File: config.mk
export PLATFORM = sky130hd
export DESIGN_NAME = qsosc_mul
export DESIGN_NICKNAME = d
export VERILOG_FILES = /design/src/design/qsosc_mul.sv
export SDC_FILE = /design/constraint.sdc
export NUM_CORES = 2
export LEC_CHECK = 0
export BUFFER_PORTS_ARGS = -buffer_cell sky130_fd_sc_hd__buf_4
export CORE_MARGIN = 2
export CORE_UTILIZATION = 41
export CTS_CLUSTER_SIZE = 28
export DETAILED_ROUTE_END_ITERATION = 10
export SYNTH_ARGS = -nofsm -noshare
export SYNTH_HDL_FRONTEND = slang
export SYNTH_SLANG_ARGS = --single-unit
File: constraint.sdc
create_clock -name clk_i -period 7.8 [get_ports clk_i]
set_input_delay 0.39 -clock clk_i [delete_from_list [all_inputs] [get_ports clk_i]]
set_output_delay 0.39 -clock clk_i [all_outputs]
set_load 0.05 [all_outputs]
File: src/design/qsosc_mul.sv
// Unsigned 32 by 32 multiplier with a registered product.
module qsosc_mul (
  input  logic        clk_i,
  input  logic [31:0] a_i,
  input  logic [31:0] b_i,
  output logic [63:0] p_o
);

  // One product per cycle, available the cycle after the operands.
  always_ff @(posedge clk_i) begin
    p_o <= 64'(a_i) * 64'(b_i);
  end

endmodule

; ---- Word-level counts from Yosys, hierarchy flattened
; Index checks and enable logic that the tools add are counted.
[word_totals]
register_bits = 64
latch_bits = 0
ram_bits = 0
mem_bits_ro = 0
in_bits = 65
output_inout_bits = 64
elab_cells = 2
memories = 0
[classes]
add_sub_neg = 0
n_mul = 1
n_div = 0
n_lt_le_gt_ge = 0
n_eq_ne = 0
shift = 0
n_mux = 0
bitwise = 0
reduce_logical = 0
[op_table]
columns = operator, n
row1 = 32-bit by 32-bit multiplier with 64-bit output, 1

; ---- Longest topological paths before layout
[logic_depth]
depth_word = 1
mapped_depth = 29
mapped_depth_nobuf = 27

; ---- Worst setup path before layout
; Ideal clock, no wire load.
[synth_timing]
kind = in2reg
from = input port a_i[25]
to = register p_o[62]
setup_time_ps = 72
t_arrival_ps = 7071
required_time_ps = 7728
setup_slack_ps = 657
stages = 25
n_path_buf = 2
cell_sequence = clkbuf_1 -> nand2_1 -> fa_1 -> inv_1 -> fa_1 -> inv_1 -> fa_1 -> inv_1 -> fa_1 -> fa_1 -> fa_1 -> fa_1 -> inv_1 -> fa_1 -> inv_1 -> ha_1 -> buf_2 -> nand4_1 -> or4_1 -> or3_1 -> a31oi_1 -> a31o_2 -> a211oi_1 -> o21ai_1 -> xor2_1
[synth_via]
elab_chain_len = 1
[synth_rtl]
columns = item, line_no
row1 = from (decl), 4  ; input logic [31:0] a_i,
row2 = 32-bit by 32-bit multiplier with 64-bit output, 11  ; p_o <= 64'(a_i) * 64'(b_i);
row3 = to (signal assigned), 11
row4 = to (decl), 6  ; output logic [63:0] p_o
; No other way between the ends.

; ---- Worst setup path in the final report
[layout_timing]
from = input port b_i[11]
to = register p_o[62]
[layout_via]
elab_chain_len = 1
[layout_rtl]
columns = item, line_no
row1 = from (decl), 5  ; input logic [31:0] b_i,
row2 = 32-bit by 32-bit multiplier with 64-bit output, 11
; No other way between the ends.

==> impl_results.md <==
* Period utilization at 0.951
* I/O Buffers at 128
* Worst Slack Setup Final at ~0.38 ns
* Number of nets in the layout at a little under 5,000
* Crit path launch type: input pin
* Setup Crit Path Kind: in -> reg
* Status: finished, final reports clean
* Die Ht at approximately 290 um
* Dpl hpwl at ~80 mm
* CTS tree: yes
* Fill count at 8,228
* RSZ-0062 raised after global routing: no
* Synth Area per Inst at 9.25 um2
* Register area share after synthesis at 0.0369
* Root Buffer: clkbuf_16
* Commonest non-fill, non-tap cell in the layout: fa_1
* CTS Buffer Depth at 2
* Grt ovf at 0
* I/O pins at 129
* Crit path to: p_o[62]
* Worst relative slew slack at 0.561
* Die W at 295 um
* Vias per std cell at 5.01
* DRT Pass-1 Iters at 5
* Antenna violations before repair at 2
* Data arrival time at the worst-slack endpoint at 7.70 ns
* Gate Count Post-Synth at 3,748
* Number of distinct library cells after synthesis at 57
* Hold buffer count at cts at 0
* Largest registers: p_o: 64 flops
* Num CTS Buffers at 9
* Most used DFF post-synth: dfxtp_1
* Maximum level of the CTS H-tree at 3
* Worst endpoint required time at 8.08 ns
* Clk pin slew, worst setup/hold paths at approximately 0.06 ns
* First-pass GRT wire length at 150 mm
* Register area at 1280 um2
* Total number of vias at roughly 24,000
* Global-route usage over all layers at 0.226
* Hold Path Stages at 2
* Vias in the first global route at 26,620
* Share of cells above drive strength 1 at 0.0640
* Place WS at 0.0759 ns
* Slew @ Worst Pin at about 0.65 ns
* Fmax at 0.135 GHz
* Synth Register Bits at 64
* # rows at 106
* Final max-slew violation count at 0
* Largest register by flop count: p_o
* Worst Setup SP: b_i[11]
* Antenna Violating Nets Remaining at 0
* Full die area at slightly below 90,000 um2
* Multi-input logic area at 29,300 um2
* GP Congestion at a little under 0.9
* Endpoints failing setup at 0
* Starting Density at 0.414
* Post-synth design cell area at 34,700 um2
* Starting DRT DRC Count at 1,165
* HP Class: in -> reg
* DRC violations left at 0
* Area Overhead vs Synth at 7.31%
* Post-CTS Setup Inserts at 0
* Largest register FFs at 64
* Commonest cells after routing, fill and taps aside: fa_1, inv_1, and2_1, nand2_1, ha_1
* Critical path peak fanout at 32
* Max Cap Viol at 0
* Post-synth ARST share at 0
* Mapped Nets at 4,972
* Post-route setup TNS at 0 ns
* Sink Count at 64
* Crit. End Element: register
* PostCTS Resize Cnt at 0
* Final hold viol count at 0
* Total Routed Length at 93.7 mm
* Placeable Area at approximately 84,000 um2
* Largest net degree at the start of global routing at 33
* Min cycle time layout at 7.42 ns
* Synth Warn # at 0
* WL/cell at approximately 19 um
* Post-synth EDFFs at 0
worst max-delay path, stage by stage:
cell and delay, ns:
buf_4 0.31, nand2_1 0.14, fa_1 0.57, fa_1 0.45
fa_1 0.51, fa_1 0.54, inv_1 0.06, fa_1 0.65
fa_1 0.46, fa_1 0.49, inv_1 0.05, fa_1 0.47
inv_1 0.04, ha_1 0.28, nand2_1 0.13, or4_1 0.52
or3_1 0.37, a31oi_1 0.47, a31o_2 0.29, a211oi_1 0.11
o21ai_1 0.18, xor2_1 0.15
cells by family after synthesis:
family / after synthesis / synth area share
buffers and inverters: 1085 / 0.118
AND/OR/NAND/NOR: 1177 / 0.176
XOR/XNOR: 60 / 0.0152
AO/OA/AOI/OAI: 202 / 0.0415
flip-flops: 64 / 0.0369
adder cells (fa/ha/maj): 1159 / 0.612
multiplexers: 1 / 0.000289
synth_stat cells (3+ instances only):
library cell,n,area (um2)
xor2_1,25,219
clkbuf_1,213,800
and2_1,602,3770
o21ai_1,5,25.0
inv_1,865,3250
nor3_1,7,35.0
a21boi_1,3,22.5
fa_1,896,17900
and3_1,14,87.6
o31ai_4,3,63.8
dfxtp_1,64,1280
a21o_1,40,300
nand2_1,480,1800
a31oi_1,12,75.1
or4_1,3,22.5
a221oi_4,3,78.8
ha_1,263,3290
o21ai_0,21,105
nand3_1,10,50.1
o21bai_1,10,75.1
o221ai_1,3,26.3
nand4_1,23,144
a21oi_2,3,26.3
a21oi_1,63,315
buf_2,6,30.0
or3_1,3,18.8
a211oi_1,3,22.5
nor2_1,20,75.1
a221o_1,4,40.0
and4_1,3,26.3
o21a_1,9,67.6
xnor2_1,35,307
or2_2,3,18.8
through the flow:
stage	instances	hold slack (ns)	instance area, um2	utilization
floorplan	3748	0.517	34700	-
global placement	4870	0.841	36900	0.441
detailed placement	4870	0.840	36900	0.441
CTS	4886	0.545	37200	0.445
global route	4886	0.562	37200	0.445
finish	4887	0.565	37200	0.445
metal layers:
metal	vias to the layer above	track usage	share of wire
met1	12963	0.269	0.38
li1	10844	-	-
met4	2	0.0826	0.043
met2	521	0.421	0.54
met3	161	0.0209	0.034
met5	-	0	0.00014
final cells by class:
| class | instances | share of cell area |
|---|---|---|
| tap | 1134 | 0.0381 |
| sequential | 64 | 0.0344 |
| inverter | 865 | 0.0873 |
| timing repair buffer | 208 | 0.0433 |
| clock inverter | 6 | 0.00289 |
| antenna | 1 | 0.0000672 |
| multi-input combinational | 2599 | 0.788 |
| clock buffer | 10 | 0.00615 |
worst min path at each step:
| stage | from | end | slack (ns) |
|---|---|---|---|
| floorplan | b_i[0] | p_o[0] | 0.52 |
| global route | b_i[0] | p_o[0] | 0.56 |
| CTS | b_i[0] | p_o[0] | 0.54 |
| global placement | p_o[13] | p_o[13] | 0.84 |
| finish | b_i[0] | p_o[0] | 0.56 |
| detailed placement | p_o[13] | p_o[13] | 0.84 |
Power is not shown: default switching activity piles up to over one toggle a cycle in this logic, so the estimate is an artifact.
