==> src/design/qsosc_ram.sv <==
// Generic single-write, single-read RAM with registered read data.
module qsosc_ram #(
  parameter int WIDTH = 32,
  parameter int DEPTH = 64,
  parameter int AW    = (DEPTH > 1) ? $clog2(DEPTH) : 1
) (
  input  logic             clk_i,
  input  logic             we_i,
  input  logic [AW-1:0]    waddr_i,
  input  logic [WIDTH-1:0] wdata_i,
  input  logic [AW-1:0]    raddr_i,
  output logic [WIDTH-1:0] rdata_o
);

  logic [WIDTH-1:0] mem [DEPTH];

  // Write port and registered read port.
  always_ff @(posedge clk_i) begin
    if (we_i) begin
      mem[waddr_i] <= wdata_i;
    end
    rdata_o <= mem[raddr_i];
  end

endmodule

==> config.mk <==
export PLATFORM = sky130hd
export DESIGN_NAME = qsosc_ram
export DESIGN_NICKNAME = d
export VERILOG_FILES = /design/src/design/qsosc_ram.sv
export SDC_FILE = /design/constraint.sdc
export NUM_CORES = 2
export LEC_CHECK = 0
export BUFFER_PORTS_ARGS = -buffer_cell sky130_fd_sc_hd__buf_2
export CAP_MARGIN = 40
export CORE_ASPECT_RATIO = 1.4
export CORE_MARGIN = 2
export CORE_UTILIZATION = 40
export CTS_CLUSTER_SIZE = 16
export DETAILED_ROUTE_END_ITERATION = 8
export PLACE_DENSITY = 0.67
export SYNTH_ARGS = -nofsm -noshare
export SYNTH_HDL_FRONTEND = slang
export SYNTH_SLANG_ARGS = --single-unit
==> constraint.sdc <==
create_clock -name clk_i -period 3.79 [get_ports clk_i]
set_input_delay 0.758 -clock clk_i [delete_from_list [all_inputs] [get_ports clk_i]]
set_output_delay 0.758 -clock clk_i [all_outputs]
set_load 0.01 [all_outputs]
== After elaboration in Yosys (flattened, before gate mapping) ==
Memory sizes are Yosys's and may differ from the RTL's. A register that Yosys moved wholly into a read port is not among the register bits.
Cells that the tools add are included.
Widths: inputs -> output; s select.

* Memories: 1
* Logic and storage cells: 3
* Memory bits (writable): 2048
* Bits of input ports: 46
* Bits in registers: 0

* Mux-type cells: 2

{| class="wikitable"
|+ Memories
! name !! depth !! bits a word !! read ports !! clocked after memory_dff !! write ports !! line !! source
|-
| mem || 64 || 32 || 1 || 1 || 1 || 15 || <nowiki>logic [WIDTH-1:0] mem [DEPTH];</nowiki>
|}

{| class="wikitable"
|+ Operators with widths
! cell !! count
|-
| $mux 1 || 2
|}

== Logic depth before layout (Yosys ltp) ==
* Depth after elaboration: 2
* Depth in mapped cells: 10

== Worst setup path before layout ==
No wires, ideal clock.

* Path kind: input-to-reg
* Start point: in waddr_i[3]
* End point: mem mem[48][0], enable pin
* Slack: -0.128 ns
* Data required time: 3.329 ns
* Data arrival time: 3.457 ns
* Library setup time: 0.461 ns
* Buffers on the path: 1
* Stages: 4
* Cells stage by stage: clkbuf_1 -> nor2b_1 -> nand4b_1 -> nor3_1

{| class="wikitable"
|+ RTL lines
! element !! line !! source
|-
| from (decl) || 9 || <nowiki>input logic [AW-1:0] waddr_i,</nowiki>
|-
| to (decl) || 15 ||
|}

Straight into the memory's write port.

==> results_dict.tcl <==
set metrics [dict create \
    syn_to_final_growth_pct 15.5 \
    rows 192 \
    start_util 0.402 \
    worst_pin_slew_ns 0.918 \
    yosys_register_bits 2080 \
    ctsHoldBuffers 0 \
    post_cts_buffers 0 \
    placed_area_um2 84900 \
    layout_commonest_cell "edfxtp_1" \
    setup_violations 0 \
    cp-start-kind "input pin" \
    drcViolationCount 0 \
    cts_made_buffers 182 \
    power.density_nw_per_um2 509 \
    fp.dieW_um 378 \
    ant_nets 0 \
    met1_length_mm 73.5 \
    grt-ovfl-total 0 \
    finalNetCount 3736 \
    io_buffers 77 \
    io_pins 78 \
    dieArea_um2 200000 \
    drt_pass1_iterations 5 \
    synth-simple-area-share 0.0127 \
    fin_util 0.464 \
    syn_inst 3324 \
    yosysWarningCount 0 \
    finalCritPeriodShare 0.775 \
    worstPathMaxFanout 34 \
    hp-class "in2reg" \
    slew_violations 0 \
    p_leak_nw 28.2 \
    synth_nets 3370 \
    clk_pin_slew_ns 0.06 \
    routed-via-count 37521 \
    wl_mm 202 \
    die_y_um 528 \
    switching_share 0.214 \
    cts-root-buf "clkbuf_16" \
    worst_ep_arrival_time_ns 3.59 \
    synth_top_family_by_area "multiplexers" \
    final-hold-violation-count 0 \
    max_slew_margin 0.388 \
    dr_wl_met2_mm 102 \
    crit_path_end_kind "flop" \
    grt_pass1_wl_mm 286 \
    layout-drive-gt1-share 0.316 \
    syn_area_um2 78500 \
    clk_path_buf_depth 3 \
    clock_sinks 2080 \
    grt_max_degree 65 \
    layout_min_cycle_time_ns 2.94 \
    ir_drop_mv 0.321 \
    core_area_um2 195000 \
    required_ns 4.44 \
    routed.top_layer "met5" \
    htree_levels 4 \
    fin_area_um2 90700 \
    drt-initial-drc-count 4311 \
    ff2ff_path_depth 5 \
    skew_ns 0.0326 \
    status "completed" \
    clockPowerShare 0.390 \
    ys_top_cells_by_area "edfxtp_1 78%, mux4_2 16%, mux2i_1 1.2%, dfxtp_1 0.82%, o22ai_1 0.67%" \
    final_cell_mix "2,048 x edfxtp_1, 544 x mux4_2, 211 x buf_4" \
    yosysSeqAreaShare 0.791 \
    fmax_mhz 340 \
    p_int_w 0.0363 \
    synth_compound_area_frac 0.0167 \
    yosysTopAreaCell "edfxtp_1" \
    dpl.hpwl_mm 121 \
    gp_congestion 0.877 \
    tns_ns 0 \
    whs_path_depth 1 \
    rsz0062_at_grt "no" \
    grt_use_total 0.204 \
    wl_per_cell_um 31.3 \
    antenna_found_initial 26 \
    avgSynthCellArea_um2 23.6 \
    viasPerCell 5.80 \
    wl_met3_mm 17.7 \
    crit_type "in2reg" \
    power.switching_w 0.00989 \
    cap_viol_max_count 0 \
    cts_tree "built" \
    synth.distinct_cells 34 \
    clk_latency_ns 0.84 \
    fin_hold_ws_ns 0.198 \
    synth_xor_area_frac 0 \
    synthMuxAreaShare 0.168 \
    ctsResizeCount 0 \
    synthAdderAreaFrac 0 \
    grt_pass1_vias 37739 \
    netlist.area_leader.share 0.783 \
    seqPwrFrac 0.554 \
    p_comb_frac 0.057 \
]
-- power groups by stage --
stage / clock network [W] / logic [W] / registers (W)
floorplan: 0 / 0.00124 / 0.0260
global placement: 0 / 0.00255 / 0.0261
detailed placement: 0 / 0.00264 / 0.0261
CTS: 0.0182 / 0.00264 / 0.0256
global route: 0.0190 / 0.00275 / 0.0256
finish: 0.0180 / 0.00262 / 0.0256
-- flip-flops by register name (all words and copies together), names as in the netlist --
register	count
rdata_o	32
mem	2048
-- worst max-delay path: stages --
cell and delay [ns]:
buf_8 0.34, buf_12 0.33, mux4_2 0.56, mux2i_1 0.39, a21oi_1 0.28, a21oi_1 0.64, nor2_1 0.21
-- Yosys cell counts, drive strengths merged --
| cell type | count |
|---|---|
| mux4 | 544 |
| o22ai | 84 |
| a22oi | 12 |
| dfxtp | 32 |
| or2 | 3 |
| a311oi | 8 |
| a31oi | 1 |
| nand2 | 26 |
| or3b | 5 |
| edfxtp | 2048 |
| nor3 | 7 |
| nand2b | 8 |
| o221ai | 27 |
| nand3b | 5 |
| buf | 108 |
| nand3 | 5 |
| nand4b | 1 |
| nor2b | 15 |
| nand4 | 2 |
| and3 | 4 |
| a21oi | 62 |
| clkbuf | 74 |
| nor2 | 137 |
| o32ai | 4 |
| mux2i | 93 |
| or3 | 3 |
| a41o | 4 |
| and2 | 2 |
-- cells by family after synthesis --
| group | count (synthesis) |
|---|---|
| and+or+nand+nor | 223 |
| AOI/OAI and AO/OA | 202 |
| muxes | 637 |
| DFF | 2080 |
| buffers and inverters | 182 |
-- final cells by class --
type | instances | area (um^2)
Antenna cell | 10 | 25.0
Multi-Input combinational cell | 1062 | 16000
Sequential cell | 2080 | 62100
Tap cell | 2619 | 3280
Fill cell | 15744 | 105000
Timing Repair Buffer | 364 | 3550
Clock buffer | 250 | 4920
Clock inverter | 85 | 786
-- metrics by stage --
stage          cells  total power, W  worst slack (ns)
6_report        6470          0.0462             0.851
5_1_grt         6462          0.0474             0.830
4_1_cts         6459          0.0464             0.974
3_5_place_dp    6124          0.0287            0.0912
3_3_place_gp    6102          0.0286             0.115
2_1_floorplan   3324          0.0273             0.380
-- per-layer routing --
layer,up-vias,global-route usage
met3,312,0.0423
li1,15011,-
met1,20413,0.259
met4,18,0.0838
met5,-,0
met2,1767,0.343
-- final timing paths --
path	from	endpoint	slack, ns
min reg2reg	mem[13][17]$_DFFE_PP_	rdata_o[17]$_DFF_P_	0.75
min	wdata_i[15]	mem[48][15]$_DFFE_PP_	0.20
max	raddr_i[0]	rdata_o[10]$_DFF_P_	0.85
max reg2reg	mem[47][10]$_DFFE_PP_	rdata_o[10]$_DFF_P_	1.27
Power figures use the tool's default switching activity.
