$ cat config.mk
export PLATFORM = sky130hd
export DESIGN_NAME = qsosc_div
export DESIGN_NICKNAME = d
export VERILOG_FILES = /design/src/design/qsosc_div.sv
export SDC_FILE = /design/constraint.sdc
export NUM_CORES = 1
export LEC_CHECK = 0
export BUFFER_PORTS_ARGS = -buffer_cell sky130_fd_sc_hd__buf_2
export CAP_MARGIN = 25
export CORE_MARGIN = 2
export CORE_UTILIZATION = 54
export CTS_BUF_LIST = sky130_fd_sc_hd__clkbuf_4 sky130_fd_sc_hd__clkbuf_8
export CTS_CLUSTER_DIAMETER = 100
export DETAILED_ROUTE_END_ITERATION = 10
export PLACE_DENSITY = 0.78
export SLEW_MARGIN = 20
export SYNTH_ARGS = -nofsm -noshare
export SYNTH_HDL_FRONTEND = slang
export SYNTH_SLANG_ARGS = --single-unit
$ cat constraint.sdc
create_clock -name clk_i -period 4.05 [get_ports clk_i]
set_clock_uncertainty 0.15 [all_clocks]
set_input_delay 0.2025 -clock clk_i [delete_from_list [all_inputs] [get_ports clk_i]]
set_output_delay 0.2025 -clock clk_i [all_outputs]
set_load 0.01 [all_outputs]
$ cat src/design/qsosc_div.sv
// Restoring divider that produces one quotient bit per cycle.
module qsosc_div #(
  parameter int DVD_W = 56,
  parameter int REM_W = 19,
  parameter int QUO_W = 32
) (
  input  logic             clk_i,
  input  logic             rst_ni,
  input  logic             start_i,
  input  logic [REM_W-1:0] rem_i,
  input  logic [DVD_W-1:0] dividend_i,
  input  logic [REM_W-1:0] divisor_i,
  output logic             busy_o,
  output logic [QUO_W-1:0] quot_o
);

  localparam int CNT_W = $clog2(DVD_W + 1);

  logic             busy_q;
  logic [CNT_W-1:0] cnt_q;
  logic [REM_W-1:0] rem_q, rem_d;
  logic [DVD_W-1:0] dvd_q;
  logic [REM_W-1:0] dvs_q;
  logic [QUO_W-1:0] quot_q;
  logic [REM_W:0]   trial;
  logic [REM_W:0]   diff;
  logic             fits;

  // Shift in the next dividend bit and try to subtract the divisor.
  always_comb begin
    trial = {rem_q, dvd_q[DVD_W-1]};
    diff  = trial - {1'b0, dvs_q};
    fits  = trial >= {1'b0, dvs_q};
    rem_d = fits ? diff[REM_W-1:0] : trial[REM_W-1:0];
  end

  // Iteration count and busy flag.
  always_ff @(posedge clk_i or negedge rst_ni) begin
    if (!rst_ni) begin
      busy_q <= 1'b0;
      cnt_q  <= '0;
    end else if (start_i) begin
      busy_q <= 1'b1;
      cnt_q  <= CNT_W'(DVD_W);
    end else if (busy_q) begin
      cnt_q <= cnt_q - 1'b1;
      if (cnt_q == CNT_W'(1)) begin
        busy_q <= 1'b0;
      end
    end
  end

  // Remainder, dividend and quotient shift registers.
  always_ff @(posedge clk_i) begin
    if (start_i) begin
      rem_q  <= rem_i;
      dvd_q  <= dividend_i;
      dvs_q  <= divisor_i;
      quot_q <= '0;
    end else if (busy_q) begin
      rem_q  <= rem_d;
      dvd_q  <= dvd_q << 1;
      quot_q <= {quot_q[QUO_W-2:0], fits};
    end
  end

  assign busy_o = busy_q;
  assign quot_o = quot_q;

endmodule

# Yosys cells after proc, flatten, opt, wreduce, memory -nomap -nowiden
# Index checks and enable logic that the tools add are counted.
[totals]
reg_bits = 133
word_cells = 21
output_inout_bits = 33
[classes]
n_lt_le_gt_ge = 1
reduce_logical = 1
n_eq_ne = 1
n_addsub = 2
mux = 10
[ops]
columns = ["cell", "n"]
rows = [
  ["two-way mux 56 bit", 2],
  ["two-way mux 19 bit", 3],
  ["greater-or-equal comparator 20 x 19 -> 1 bit", 1],
  ["subtractor 19 bit", 1],
  ["two-way mux 6 bit", 2],
  ["equality test 6 x 1 -> 1 bit (second input constant)", 1],
  ["subtractor 6 x 1 -> 6 bit (second input constant)", 1],
  ["two-way mux 1 bit", 3],
  ["nonzero test 2 bit", 1],
]

# Depth between registers and ports, before layout
[depth]
ltp_word = 4
depth_mapped = 11
depth_no_buf = 10

# Worst setup path before layout
# Ideal clock, no wire load.
[synth_timing]
path_type = "register -> register"
startpoint = "register dvd_q[55]"
endpoint = "register rem_q[13], data pin"
synth_period_minus_slack_ps = 2882
setup_ps = 260
path_stages_with_launch = 11
t_arrival_ps = 2472
required_ps = 3640
setup_slack_ps = 1168
cell_sequence = "edfxtp_1 inv_1 ha_1 fa_1 nor2b_1 o311a_1 a21oi_4 a221oi_4 nor2_4 mux2_4 mux2_2"
[synth_via]
elab_chain_cells = 4
[synth_rtl]
columns = ["item", "line", "rtl"]
rows = [
  ["from (decl)", "22", "logic [DVD_W-1:0] dvd_q;"],
  ["from (signal assigned)", "57", "dvd_q <= dividend_i;"],
  ["from (signal assigned)", "62", "dvd_q <= dvd_q << 1;"],
  ["subtractor 19 bit / greater-or-equal comparator 20 x 19 -> 1 bit (equally long branches)", "32, 33", ""],
  ["two-way mux 19 bit (*)", "34", "rem_d = fits ? diff[REM_W-1:0] : trial[REM_W-1:0];"],
  ["two-way mux 19 bit (*)", "60", "end else if (busy_q) begin"],
  ["two-way mux 19 bit (*)", "55", "if (start_i) begin"],
  ["to (signal assigned)", "56", "rem_q <= rem_i;"],
  ["to (signal assigned)", "61", "rem_q <= rem_d;"],
  ["to (decl)", "21", "logic [REM_W-1:0] rem_q, rem_d;"],
]
# Every way passes the cells marked *; elsewhere a longest branch is shown, timed or not. The select of a mux whose other input is x is not followed.
# A chain may end at the register's enable or synchronous reset.

# Final worst setup path
[layout_timing]
startpoint = "register rem_q[1]"
endpoint = "register rem_q[13], data pin"
[layout_via]
elab_chain_cells = 4
[layout_rtl]
columns = ["item", "line"]
rows = [
  ["subtractor 19 bit / greater-or-equal comparator 20 x 19 -> 1 bit (equally long branches)", "32, 33"],
  ["two-way mux 19 bit (*)", "34"],
  ["two-way mux 19 bit (*)", "60"],
  ["two-way mux 19 bit (*)", "55"],
]
# Marked as above.

==> impl_metrics.sql <==
INSERT INTO impl_metrics (metric_group, metric, value, unit) VALUES
('worst_hold_path', 'whs_path_depth', '1', ''),
('clock_tree', 'cts_tree', 'done', ''),
('clock_tree', 'postCtsResizedCells', '0', ''),
('final_layout', 'post_route_cells_drive_above_1_share', '31.1', '%'),
('die', 'dieWidth', '113', 'um'),
('grt', 'grt_start_max_net_pins', '76', ''),
('clock_tree', 'tritoncts.num_buffers', '17', ''),
('clock_tree', 'clk_latency', '0.45', 'ns'),
('final_layout', 'final_nets', '853', ''),
('setup_path', 'worst_r2r_path_cells', '8', ''),
('grt', 'grt_antenna_before_repair', '0', ''),
('synthesis', 'synth_enable_flop_cells', '94', ''),
('synthesis', 'ys_types', '55', ''),
('synthesis', 'synth_largest_type_area_fraction', '43.6', '%'),
('die', 'fp.coreArea', '11600', 'um^2'),
('grt', 'grt_first_pass_wirelength', '23.9', 'mm'),
('grt', 'use_met2', '40.1', '%'),
('power_and_ir_drop', 'power_leakage', '3.83', 'nW'),
('setup_path', 'critical_path.max_fanout', '27', ''),
('power_and_ir_drop', 'finalPower', '4.32', 'mW'),
('timing', 'period_share', '81.9', '%'),
('placement', 'port_buffers', '129', ''),
('setup_path', 'worst_setup_path_end_kind', 'register', ''),
('final_layout', 'area.growth.synth_to_final', '32.2', '%'),
('clock_tree', 'htree_levels', '4', ''),
('routing', 'first_pass_iters', '5', ''),
('job', 'cap_viol_max_count', '0', ''),
('timing', 'final.setup.tns', '0', 'ns'),
('placement', 'globalplace.congestion', '0.916', ''),
('grt', 'gr-usage-all-layers', '23.9', '%'),
('timing', 'maxClockFrequency', '301', 'MHz'),
('die', 'floorplan.io_pins', '130', ''),
('routing', 'drt-vias-per-instance', '5.45', ''),
('grt', 'grt_use_met3', '6.80', '%'),
('setup_path', 'timing.critical_path.required', '4.10', 'ns'),
('synthesis', 'yosys_warning_count', '0', ''),
('power_and_ir_drop', 'net-switching-power', '1.44', 'mW'),
('synthesis', 'synthesis.area_per_instance', '12.6', 'um^2'),
('power_and_ir_drop', 'internal_power', '2.88', 'mW'),
('routing', 'detailroute.via_count', '4858', ''),
('synthesis', 'synthTopCellsByArea', 'sky130_fd_sc_hd__edfxtp_1, sky130_fd_sc_hd__mux2_2, sky130_fd_sc_hd__dfxtp_1', ''),
('grt', 'grt_residual_overflow', '0', ''),
('synthesis', 'ys_async_sr_fraction', '5.26', '%'),
('power_and_ir_drop', 'proportion_of_power_drawn_by_the_clock_network', '23.3', '%'),
('die', 'fp_rows', '39', ''),
('worst_hold_path', 'timing.hold.worst.start', 'start_i', ''),
('power_and_ir_drop', 'irDropWorstVdd', '0.297', 'mV'),
('setup_path', 'worst_ep_arrival', '3.36', 'ns'),
('timing', 'finalHoldWorstSlack', '0.113', 'ns'),
('routing', 'antenna_violating_nets_post_route', '0', ''),
('clock_tree', 'cts.root.buffer_cell', 'sky130_fd_sc_hd__clkbuf_8', ''),
('synthesis', 'syn_inst', '514', ''),
('clock_tree', 'cts.sink_count', '133', ''),
('routing', 'postRouteWirelength', '14.8', 'mm'),
('timing', 'worst_pin_slew', '0.676', 'ns'),
('power_and_ir_drop', 'power_density', '505', 'nW/um^2'),
('grt', 'global_routing_s_busiest_layer', 'met2', ''),
('timing', 'rsz_0062_raised_after_global_routing', 'false', ''),
('setup_path', 'worst-r2r-setup-slack', '0.73', 'ns'),
('clock_tree', 'clk_pin_slew_worst_paths', '0.08', 'ns'),
('setup_path', 'path_class', 'register to register', ''),
('timing', 'finalCriticalPeriod', '3.32', 'ns'),
('placement', 'placed_cell_area', '7210', 'um^2'),
('placement', 'dp_hpwl', '9.02', 'mm'),
('clock_tree', 'clock_tree_buf_depth', '2', ''),
('die', 'start_util', '55.9', '%'),
('routing', 'drtIter0Drc', '291', ''),
('grt', 'grt.met1_usage', '29.6', '%'),
('power_and_ir_drop', 'power.share.combinational', '35.1', '%'),
('timing', 'finish_stage_setup_viols', '0', ''),
('run_status', 'status', 'complete, no violations', '');
## logic make-up (layout without fill, tap and decap cells)
family	Yosys count	after routing	synth area share [%]
AO/OA/AOI/OAI	75	75	8.61
XOR/XNOR	17	17	2.30
adder cells (fa/ha/maj)	22	22	4.37
buffers and inverters	54	287	3.35
flip-flops	133	133	56.3
multiplexers	93	93	15.6
other	0	1	0
AND/OR/NAND/NOR	120	120	9.52
## power by group through the flow
stage | clock (mW) | sequential, mW | combinational, mW
after CTS | 1.03 | 1.79 | 1.49
after global placement | 0 | 1.81 | 1.35
after floorplan | 0 | 1.78 | 1.13
after global routing | 1.08 | 1.81 | 1.66
after detailed placement | 0 | 1.81 | 1.40
final | 1.01 | 1.79 | 1.52
## layout by cell type, fill, tap and decap left out, types with 6 or more instances in the layout
cell type,n
sky130_fd_sc_hd__xnor2_1,9
sky130_fd_sc_hd__nor2_1,42
sky130_fd_sc_hd__inv_1,25
sky130_fd_sc_hd__nor2b_1,7
sky130_fd_sc_hd__mux2_2,58
sky130_fd_sc_hd__dlygate4sd3_1,96
sky130_fd_sc_hd__buf_2,128
sky130_fd_sc_hd__dfxtp_1,32
sky130_fd_sc_hd__nor4b_1,6
sky130_fd_sc_hd__o21ai_0,10
sky130_fd_sc_hd__nand3_1,7
sky130_fd_sc_hd__o311ai_1,6
sky130_fd_sc_hd__xor2_1,8
sky130_fd_sc_hd__mux2i_1,34
sky130_fd_sc_hd__ha_1,21
sky130_fd_sc_hd__a211oi_1,7
sky130_fd_sc_hd__dfrtp_1,6
sky130_fd_sc_hd__nand2_1,21
sky130_fd_sc_hd__clkbuf_8,17
sky130_fd_sc_hd__a21oi_1,18
sky130_fd_sc_hd__a221o_1,9
sky130_fd_sc_hd__nand3b_1,7
sky130_fd_sc_hd__a21o_1,6
sky130_fd_sc_hd__edfxtp_1,94
## through the flow
| step | setup WS [ns] | util (%) |
|---|---|---|
| 2_1_floorplan | 1.17 | - |
| 3_3_place_gp | 0.846 | 62.3 |
| 3_5_place_dp | 0.743 | 62.3 |
| 4_1_cts | 0.728 | 73.6 |
| 5_1_grt | 0.607 | 73.9 |
| 6_report | 0.733 | 73.9 |
## state kept, by name, indices dropped and copies added (netlist names)
name    cells
quot_o     32
dvs_q      19
rem_q      19
dvd_q      56
cnt_q       6
busy_o      1
## Yosys cell counts, drive strengths merged (7+ instances only)
cell type	n
a211oi	7
mux2	59
edfxtp	94
ha	21
inv	25
nand2	21
nor2b	7
clkbuf	18
xnor2	9
a221o	9
nor2	43
nand3b	7
dfrtp	7
o21ai	12
a21oi	20
buf	11
nand3	7
xor2	8
dfxtp	32
mux2i	34
## cell type report
cell class	count	area (um^2)
clock buffer	18	241
tap	143	179
antenna	1	2.50
fill	788	3020
multi-input combinational	327	2620
inverter	25	93.8
timing repair buffer	230	1670
sequential	133	3640
clock inverter	14	109
## what timing repair did
item / 4_1_cts / 5_1_grt
setup endpoints to repair: 0 / 0
hold endpoints to repair: 101 / 0
hold buffers: 96 / 0
buffers inserted: 0 / 0
## worst max path at each step
stage	from	endpoint	slack (ns)
global placement	dvd_q[55]	rem_q[13]	0.85
CTS	rem_q[1]	rem_q[13]	0.73
finish	rem_q[1]	rem_q[13]	0.73
floorplan	dvd_q[55]	rem_q[13]	1.17
detailed placement	rem_q[1]	rem_q[13]	0.74
global route	dvd_q[55]	rem_q[13]	0.61
## worst max-delay path: stages, from the launching register on
cell                       delay, ns
sky130_fd_sc_hd__edfxtp_1       0.41
sky130_fd_sc_hd__ha_1           0.37
sky130_fd_sc_hd__nor2b_1        0.16
sky130_fd_sc_hd__o311a_1        0.37
sky130_fd_sc_hd__a21oi_4        0.26
sky130_fd_sc_hd__a221oi_4       0.14
sky130_fd_sc_hd__nor2_4         0.57
sky130_fd_sc_hd__mux2_4         0.36
sky130_fd_sc_hd__mux2_2         0.27
## layer usage
layer	up-vias	routed length, um
met2	163	7490
li1	2336	-
met3	26	834
met4	0	250
met5	-	0
met1	2333	6250
Note: power is estimated with default switching activity, not from simulation.
